==> src/sv/lkr_pkg.sv <==
package lkr_pkg;

  localparam int N_FRAMES   = 16;
  localparam int K_MAX      = 8;
  localparam int TIME_WIDTH = 32;

  localparam int FRAME_W = (N_FRAMES > 1) ? $clog2(N_FRAMES) : 1;
  localparam int EVT_W   = $clog2(N_FRAMES + 1);
  localparam int CNT_W   = $clog2(K_MAX + 1);
  localparam int HEAD_W  = (K_MAX > 1) ? $clog2(K_MAX) : 1;
  localparam int SUM_W   = $clog2(2 * K_MAX + 1);
  localparam int SCAN_W  = (N_FRAMES > 1) ? $clog2(N_FRAMES) : 1;
  localparam int KREG_W  = 4;
  localparam int FIU_W   = 5;
  localparam int CFG_IDX_W  = 1;
  localparam int CFG_DATA_W = 5;

  localparam logic [CFG_IDX_W-1:0] REG_HISTORY_DEPTH = 1'b0;
  localparam logic [CFG_IDX_W-1:0] REG_FRAMES_IN_USE = 1'b1;

  localparam logic [TIME_WIDTH-1:0] TIME_MAX = {TIME_WIDTH{1'b1}};

  typedef enum logic [1:0] {
    CMD_RECORD = 2'd0,
    CMD_SET    = 2'd1,
    CMD_REMOVE = 2'd2,
    CMD_EVICT  = 2'd3
  } cmd_t;

  typedef enum logic [1:0] {
    OP_NONE,
    OP_RECORD,
    OP_SET,
    OP_CLEAR
  } op_kind_t;

  typedef enum logic {
    ST_IDLE,
    ST_SCAN
  } state_t;

  typedef struct packed {
    cmd_t               command;
    logic [FRAME_W-1:0] frame;
    logic               evictable_flag;
  } in_item_t;

  typedef struct packed {
    logic [FRAME_W-1:0] victim_frame;
    logic               victim_found;
    logic [EVT_W-1:0]   evictable_count;
    logic               bad_frame;
  } out_item_t;

  typedef struct packed {
    op_kind_t              kind;
    logic [FRAME_W-1:0]    frame;
    logic                  flag;
    logic [TIME_WIDTH-1:0] stamp;
    logic [CNT_W-1:0]      k;
  } cell_op_t;

  typedef struct packed {
    logic                  valid;
    logic                  inf_n;
    logic [TIME_WIDTH-1:0] stamp;
    logic [FRAME_W-1:0]    idx;
  } scan_t;

  typedef struct packed {
    logic tracked;
    logic evictable;
  } cell_stat_t;

  // ring index wrap, the sum stays below twice the ring size
  function automatic logic [HEAD_W-1:0] ring_wrap(input logic [SUM_W-1:0] s);
    logic [SUM_W-1:0] r;
    r = s;
    if (32'(s) >= K_MAX) r = s - SUM_W'(K_MAX);
    return HEAD_W'(r);
  endfunction

endpackage

==> src/sv/lkr_cell.sv <==
module lkr_cell (
  input  logic                        clk,
  input  logic                        rst_n,
  input  logic [lkr_pkg::FRAME_W-1:0] cell_idx,
  input  lkr_pkg::cell_op_t           op,
  input  lkr_pkg::scan_t              scan_in,
  output lkr_pkg::scan_t              scan_out,
  output lkr_pkg::cell_stat_t         stat
);

  logic                           tracked_r, tracked_nxt;
  logic                           evict_r, evict_nxt;
  logic [lkr_pkg::CNT_W-1:0]      cnt_r, cnt_nxt;
  logic [lkr_pkg::HEAD_W-1:0]     head_r, head_nxt;
  logic [lkr_pkg::TIME_WIDTH-1:0] stamp_r [lkr_pkg::K_MAX];
  logic                           wr_en;
  logic [lkr_pkg::HEAD_W-1:0]     wr_slot;
  lkr_pkg::scan_t                 scan_r, scan_nxt, own;

  logic                       hit;
  logic [lkr_pkg::CNT_W-1:0]  cnt0;
  logic [lkr_pkg::HEAD_W-1:0] head0;
  logic [lkr_pkg::SUM_W-1:0]  c1;
  logic                       inf;
  logic [lkr_pkg::HEAD_W-1:0] rd_slot;

  assign hit = (op.frame == cell_idx);

  always_comb begin
    tracked_nxt = tracked_r;
    evict_nxt   = evict_r;
    cnt_nxt     = cnt_r;
    head_nxt    = head_r;
    wr_en       = 1'b0;
    cnt0        = tracked_r ? cnt_r : '0;
    head0       = tracked_r ? head_r : '0;
    wr_slot     = lkr_pkg::ring_wrap(lkr_pkg::SUM_W'(head0) + lkr_pkg::SUM_W'(cnt0));
    c1          = lkr_pkg::SUM_W'(cnt0) + lkr_pkg::SUM_W'(1);
    if (hit) begin
      case (op.kind)
        lkr_pkg::OP_RECORD: begin
          wr_en       = 1'b1;
          tracked_nxt = 1'b1;
          if (!tracked_r) evict_nxt = 1'b1;
          if (c1 > lkr_pkg::SUM_W'(op.k)) begin
            head_nxt = lkr_pkg::ring_wrap(lkr_pkg::SUM_W'(head0)
                                          + (c1 - lkr_pkg::SUM_W'(op.k)));
            cnt_nxt  = op.k;
          end else begin
            head_nxt = head0;
            cnt_nxt  = lkr_pkg::CNT_W'(c1);
          end
        end
        lkr_pkg::OP_SET: begin
          if (tracked_r) evict_nxt = op.flag;
        end
        lkr_pkg::OP_CLEAR: begin
          tracked_nxt = 1'b0;
          evict_nxt   = 1'b1;
          cnt_nxt     = '0;
          head_nxt    = '0;
        end
        default: ;
      endcase
    end
  end

  always_ff @(posedge clk) begin
    if (!rst_n) begin
      tracked_r <= 1'b0;
      evict_r   <= 1'b1;
      cnt_r     <= '0;
      head_r    <= '0;
    end else begin
      tracked_r <= tracked_nxt;
      evict_r   <= evict_nxt;
      cnt_r     <= cnt_nxt;
      head_r    <= head_nxt;
    end
  end

  always_ff @(posedge clk) begin
    if (wr_en) stamp_r[wr_slot] <= op.stamp;
  end

  // own candidate: oldest kept stamp if short of k accesses, else k-th most recent
  always_comb begin
    inf = (cnt_r < op.k);
    if (inf) rd_slot = head_r;
    else rd_slot = lkr_pkg::ring_wrap(lkr_pkg::SUM_W'(head_r)
                                      + lkr_pkg::SUM_W'(cnt_r - op.k));
    own.valid = tracked_r && evict_r;
    own.inf_n = !inf;
    own.stamp = stamp_r[rd_slot];
    own.idx   = cell_idx;
    // strict less keeps the lower index on a tie
    if (own.valid && (!scan_in.valid
        || {own.inf_n, own.stamp} < {scan_in.inf_n, scan_in.stamp})) begin
      scan_nxt = own;
    end else begin
      scan_nxt = scan_in;
    end
  end

  always_ff @(posedge clk) begin
    scan_r <= scan_nxt;
  end

  assign scan_out       = scan_r;
  assign stat.tracked   = tracked_r;
  assign stat.evictable = evict_r;

endmodule

==> config.mk <==
export PLATFORM = sky130hd
export DESIGN_NAME = lkr_cell
export DESIGN_NICKNAME = d
export VERILOG_FILES = /design/src/sv/lkr_pkg.sv /design/src/sv/lkr_cell.sv
export SDC_FILE = /design/constraint.sdc
export NUM_CORES = 1
export LEC_CHECK = 0
export BUFFER_PORTS_ARGS = -buffer_cell sky130_fd_sc_hd__buf_2
export CAP_MARGIN = 20
export CORE_MARGIN = 2
export CORE_UTILIZATION = 55
export DETAILED_ROUTE_END_ITERATION = 8
export PLACE_DENSITY = 0.75
export REMOVE_ABC_BUFFERS = 1
export SYNTH_ARGS = -nofsm -noshare
export SYNTH_HDL_FRONTEND = slang
export SYNTH_SLANG_ARGS = --single-unit
==> constraint.sdc <==
create_clock -name clk -period 14.6 [get_ports clk]
set_input_delay 2.92 -clock clk [delete_from_list [all_inputs] [get_ports clk]]
set_output_delay 2.92 -clock clk [all_outputs]
set_load 0.05 [all_outputs]
==> results of run 1 <==
==> worst max-delay path: stages <==
cell	delay (ps)
buf_2	120
fa_1	510
fa_1	450
xnor2_1	150
a21oi_2	270
xor2_4	160
buf_4	460
buf_4	830
mux2i_1	280
a32oi_1	60
and3_1	190
ha_1	290
a21o_1	180
a221o_1	320
a21oi_1	190
o211ai_1	170
a21oi_1	190
o21ai_0	160
o22ai_4	390
buf_4	490
mux2_2	390
==> sequential cells by signal (all words and copies together) (netlist names) <==
register   flops
head_r         3
stamp_r      256
cnt_r          4
scan_out      38
evict_r        1
tracked_r      1
==> cell families (layout without fill, tap and decap cells) <==
| group | Yosys count | after routing |
|---|---|---|
| XOR/XNOR | 17 | 17 |
| AO/OA/AOI/OAI | 96 | 96 |
| buffers and inverters | 92 | 247 |
| other | 0 | 1 |
| AND/OR/NAND/NOR | 369 | 369 |
| adder cells (fa/ha/maj) | 50 | 50 |
| multiplexers | 72 | 72 |
| flip-flops | 303 | 303 |
==> metrics by stage <==
| step | std cells | hold WS [ps] | power (mW) |
|---|---|---|---|
| 6_report | 1474 | 534 | 1.91 |
| 5_1_grt | 1473 | 574 | 1.97 |
| 4_1_cts | 1473 | 541 | 1.93 |
| 3_5_place_dp | 1416 | 522 | 1.09 |
| 3_3_place_gp | 1415 | 524 | 1.09 |
| 2_1_floorplan | 953 | 568 | 1.04 |
==> cell type report <==
class | count | area, um2
inverters | 46 | 173
clock inverters | 12 | 195
well taps | 319 | 399
clock buffers | 45 | 921
repair buffers | 144 | 766
fillers | 1733 | 8150
multi-input cells | 604 | 4030
diodes | 1 | 2.50
flip-flops and latches | 303 | 8630
==> where the power goes <==
group | switching [mW] | leakage [nW] | internal [mW]
Sequential | 0.00302 | 2.69 | 0.945
Clock | 0.317 | 0.546 | 0.525
Combinational | 0.0824 | 2.39 | 0.0414
Total | 0.402 | 5.63 | 1.51
==> worst max-delay path by stage <==
stage                     startpoint                  end  slack (ps)  cells after the start
after floorplan                op[1]  scan_out[0]$_DFF_P_        3990                     17
after global placement         op[1]  scan_out[1]$_DFF_P_        5370                     21
after detailed placement       op[1]  scan_out[3]$_DFF_P_        5200                     21
after CTS                      op[1]  scan_out[1]$_DFF_P_        5740                     21
after global routing           op[1]  scan_out[7]$_DFF_P_        5340                     21
final                          op[1]  scan_out[1]$_DFF_P_        5720                     21
==> cell usage in the layout, fill, tap and decap left out, types with 29 or more instances in the layout <==
master,Yosys,layout
nand3_1,65,65
mux2i_1,35,35
and3_1,31,31
edfxtp_1,256,256
nand2_1,217,217
ha_1,45,45
dfxtp_1,47,47
a32oi_1,32,32
mux2_1,29,29
buf_2,10,126
inv_1,45,45
clkbuf_16,0,33
==> routing by layer <==
| layer | GRT usage [%] | vias to the layer above | share of wire (%) |
|---|---|---|---|
| met2 | 40.1 | 320 | 50 |
| li1 | - | 3908 | - |
| met4 | 6.75 | 2 | 2.1 |
| met5 | 0 | - | 0.048 |
| met3 | 3.58 | 53 | 7.4 |
| met1 | 32.0 | 4056 | 41 |
==> run metrics, run 1 <==
outcome=complete, no violations; first-pass GRT wire length=44.8 mm; RSZ-0062 raised after global routing=false; Mapped Cells=999; Finished Cell Area=15,100 um2; Skew-Pair Late Insertion Delay=550 ps; Arrival @ worst endpoint=9310 ps; clock skew=12.1 ps; synth unique cells=52; DIE WIDTH=157 um; top cells by area, synth=edfxtp_1 (59%), dfxtp_1 (7.3%), nand2_1 (6.3%); Synth top area share=59.3%; Total GRT Usage=23.7%; crit path kind=input port to flop; # nets final=1,267; Seq/Total Area, Yosys=66.6%; crit start category=input port; DP HPWL=17.3 mm; CTS tree=yes; HP Class=flop to flop; Max-Cap Viols=0; Synth Flop Type=edfxtp_1; Post-Synth Adder-Cell Area=5.12%; period utilization=60.8%; root buffer cell=clkbuf_16; DRT iter0 DRCs=624; Hold Path Origin=evict_r$_SDFFE_PN1P_; final setup vio count=0; core area=23,300 um2; Worst R2R Path Depth=24; Layout area overhead=16.6%; initial antenna violation count=1; P per Cell Area=127 nW/um2; CTS Hold Buffers Added=0; total grt overflow=0; mux cell area share after synthesis=6.01%; H-tree Lvls=1; FF-to-FF Start=head_r[0]$_SDFFE_PN0P_; largest net degree at the start of global routing=94; drt drc=0; Hold Path Sink=evict_r$_SDFFE_PN1P_; Initial Utilization=55.7%; chip height=157 um; Worst IR Drop VDD=0.000101 V; cts repair resizes=0; final WL=29.3 mm; reg-to-reg endpoint=scan_out[1]$_DFF_P_; Longest Clk Path Bufs=3; Worst EP required=15,030 ps; asr flop ratio synth=0%; Worst-Margin Slew=1060 ps; CP Capture Type=flop; vias in the first global route=8,259; Worst Slack Setup Final=5720 ps; Synth Area in Simple Gates=12.7%; R2R setup slack=7540 ps; Final Max Slew Viols=0; combinational family with the most area after synthesis=simple AND/OR/NAND/NOR gates; Synth Area in XOR/XNOR=1.21%; P_leak=5.63 nW; I/O pin total=127; layout cell share with drive strength beyond 1=19.2%; antenna-violating nets left=0; DR pass1 iterations=4; Reg clk slew, reported paths=60 ps; EDFF count, synth=256; routability-driven placement congestion ratio=0.824; Hold Vio Cnt, Final=0; setup_tns=0 ps; crit-path max FO=84; DR vias/cell=5.66; final core utilization=65.0%; routed vias=8,339; Die Footprint=24,800 um2; Post-synth top cells=edfxtp_1 (256), nand2_1 (217), nand3_1 (65), dfxtp_1 (47); relative slew slack=29.6%; Tmin final=8880 ps; pre-CTS setup slack=5200 ps; synthesized area per cell=13.0 um2; Placement Cell Area=14,000 um2; Compound-Gate Fraction of Synth Area=5.46%; flops & latches, synth=303; IO buf count=126; Synth Warn #=0; Cell Area, Synth=13,000 um2; setup bufs post-CTS=0; TritonCTS buffer count=31; Max Freq=0.113 GHz; Min-Delay Path Depth=2; Sink Count=303; DR WL/cell=19.9 um; FP Rows=56; post-synth top area cell=edfxtp_1; count leader, synth=edfxtp_1
Power figures use the tool's default switching activity.
==> run 2, diff against run 1 <==
==> constraint.sdc (replaced) <==
create_clock -name clk -period 9.27 [get_ports clk]
set_input_delay 1.854 -clock clk [delete_from_list [all_inputs] [get_ports clk]]
set_output_delay 1.854 -clock clk [all_outputs]
set_load 0.05 [all_outputs]
==> run metrics, run 2 (synthesis gave the netlist of run 1 again) <==
most common cell after layout, fill and taps aside=edfxtp_1 (unchanged); Final Max Slew Viols=0 (unchanged); Worst Slack Setup Final=2030 ps (was 5720 ps); IO buf count=126 (unchanged); Worst IR Drop VDD=0.000153 V (was 0.000101 V); max FFs per register=256 (unchanged); reg-to-reg endpoint=scan_out[6]$_DFF_P_ (was scan_out[1]$_DFF_P_); final WL=28.8 mm (was 29.3 mm); crit start category=input port (unchanged); antenna-violating nets left=0 (unchanged); Initial Utilization=55.7% (unchanged); H-tree Lvls=1 (unchanged); CTS tree=yes (unchanged); I/O pin total=127 (unchanged); Min-Delay Path Depth=2 (unchanged); initial antenna violation count=0 (was 1); core area=23,300 um2 (unchanged); DIE WIDTH=157 um (unchanged); TritonCTS buffer count=30 (was 31); vias in the first global route=7,998 (was 8,259); total grt overflow=0 (unchanged); FF-to-FF Start=head_r[0]$_SDFFE_PN0P_ (unchanged); Reg clk slew, reported paths=60 ps (about the same); HP Class=flop to flop (unchanged); Hold Vio Cnt, Final=0 (unchanged); layout cell share with drive strength beyond 1=19.3% (was 19.2%); Layout area overhead=15.8% (was 16.6%); Skew-Pair Late Insertion Delay=570 ps (was 550 ps); outcome=complete, no violations (unchanged); setup_tns=0 ps (unchanged); Die Footprint=24,800 um2 (unchanged); Max Freq=0.138 GHz; Sink Count=303 (unchanged); Finished Cell Area=15,000 um2 (was 15,100 um2); pre-CTS setup slack=1560 ps (was 5200 ps); DRT iter0 DRCs=618 (was 624); DR pass1 iterations=7 (was 4); crit-path max FO=67 (was 84); cts repair resizes=0 (unchanged); Hold Path Sink=evict_r$_SDFFE_PN1P_ (unchanged); P per Cell Area=191 nW/um2 (was 127 nW/um2); Biggest register=stamp_r (unchanged); routability-driven placement congestion ratio=0.830 (was 0.824); final setup vio count=0 (unchanged); routed vias=8,364 (was 8,339); first-pass GRT wire length=44.2 mm (was 44.8 mm); relative slew slack=35.8% (was 29.6%); clock skew=19.5 ps (was 12.1 ps); DR vias/cell=5.67 (was 5.66); Worst R2R Path Depth=23 (was 24); period utilization=78.1%; Arrival @ worst endpoint=7680 ps (was 9310 ps); total power=2.86 mW (was 1.91 mW); Tmin final=7240 ps; Hold Path Origin=evict_r$_SDFFE_PN1P_ (unchanged); # nets final=1,270 (was 1,267); RSZ-0062 raised after global routing=false (unchanged); crit path kind=input port to flop (unchanged); Worst-Margin Slew=958 ps (was 1060 ps); Max-Cap Viols=0 (unchanged); Worst EP required=9710 ps (was 15,030 ps); chip height=157 um (unchanged); root buffer cell=clkbuf_16 (unchanged); largest net degree at the start of global routing=68 (was 94); Placement Cell Area=14,000 um2 (about the same); DR WL/cell=19.5 um (was 19.9 um); setup bufs post-CTS=0 (unchanged); FP Rows=56 (unchanged); fillers=1,725 (was 1,733); final core utilization=64.5% (was 65.0%); commonest non-fill, non-tap cells in the layout=edfxtp_1 (256), nand2_1 (217), buf_2 (126) (unchanged); drt drc=0 (unchanged); Total GRT Usage=23.4% (was 23.7%); DP HPWL=17.3 mm (about the same); CTS Hold Buffers Added=0 (unchanged); P_leak=5.58 nW (was 5.63 nW); R2R setup slack=2690 ps (was 7540 ps); CP Capture Type=flop (unchanged); Longest Clk Path Bufs=3 (unchanged)
run 2: critical path, stage by stage:
cell	delay [ps]
buf_2	130
fa_1	500
fa_1	450
xnor2_1	150
a21oi_2	330
xnor2_2	160
buf_4	600
nand2_1	120
a32oi_1	210
and3_1	210
ha_1	250
a21o_1	180
a221o_1	310
a21oi_1	200
o211ai_1	140
a21oi_1	180
o21ai_0	160
o22ai_4	630
buf_4	450
mux2_2	380
run 2: cell type report:
cell class | instances | area, um2 | share of cell area [%]
flip-flops and latches | 303 | 8630 | 57.5
multi-input cells | 604 | 4030 | 26.8
repair buffers | 148 | 808 | 5.39
clock buffers | 35 | 800 | 5.33
well taps | 319 | 399 | 2.66
inverters | 46 | 173 | 1.15
clock inverters | 20 | 169 | 1.13
diodes | 1 | 2.50 | 0.0167
run 2: how the worst max path moves through the flow:
stage,startpoint,to,slack (ps),cells past startpoint
finish,op[1],scan_out[6]$_DFF_P_,2030,20
global route,op[1],scan_out[2]$_DFF_P_,1820,20
CTS,op[1],scan_out[1]$_DFF_P_,2100,20
detailed placement,op[1],scan_out[1]$_DFF_P_,1560,20
global placement,op[1],scan_out[1]$_DFF_P_,1620,20
floorplan,op[1],scan_out[0]$_DFF_P_,-280,17
run 2: power by group:
part / switching (mW) / internal, mW / leakage [nW]
clock network: 0.500 / 0.671 / 0.470
registers: 0.00406 / 1.49 / 2.69
logic: 0.131 / 0.0662 / 2.42
total: 0.634 / 2.23 / 5.58
run 2: through the flow:
step / hold slack [ps] / cells
2_1_floorplan: 568 / 953
3_3_place_gp: 513 / 1420
3_5_place_dp: 522 / 1420
4_1_cts: 540 / 1475
5_1_grt: 571 / 1475
6_report: 539 / 1476
run 2: per-layer routing:
metal	GRT usage (%)	share of wire, %	vias to the layer above
li1	-	-	3910
met1	33.7	43	4093
met2	37.7	48	319
met3	3.52	7.4	42
met4	6.19	1.6	0
met5	0	0	-
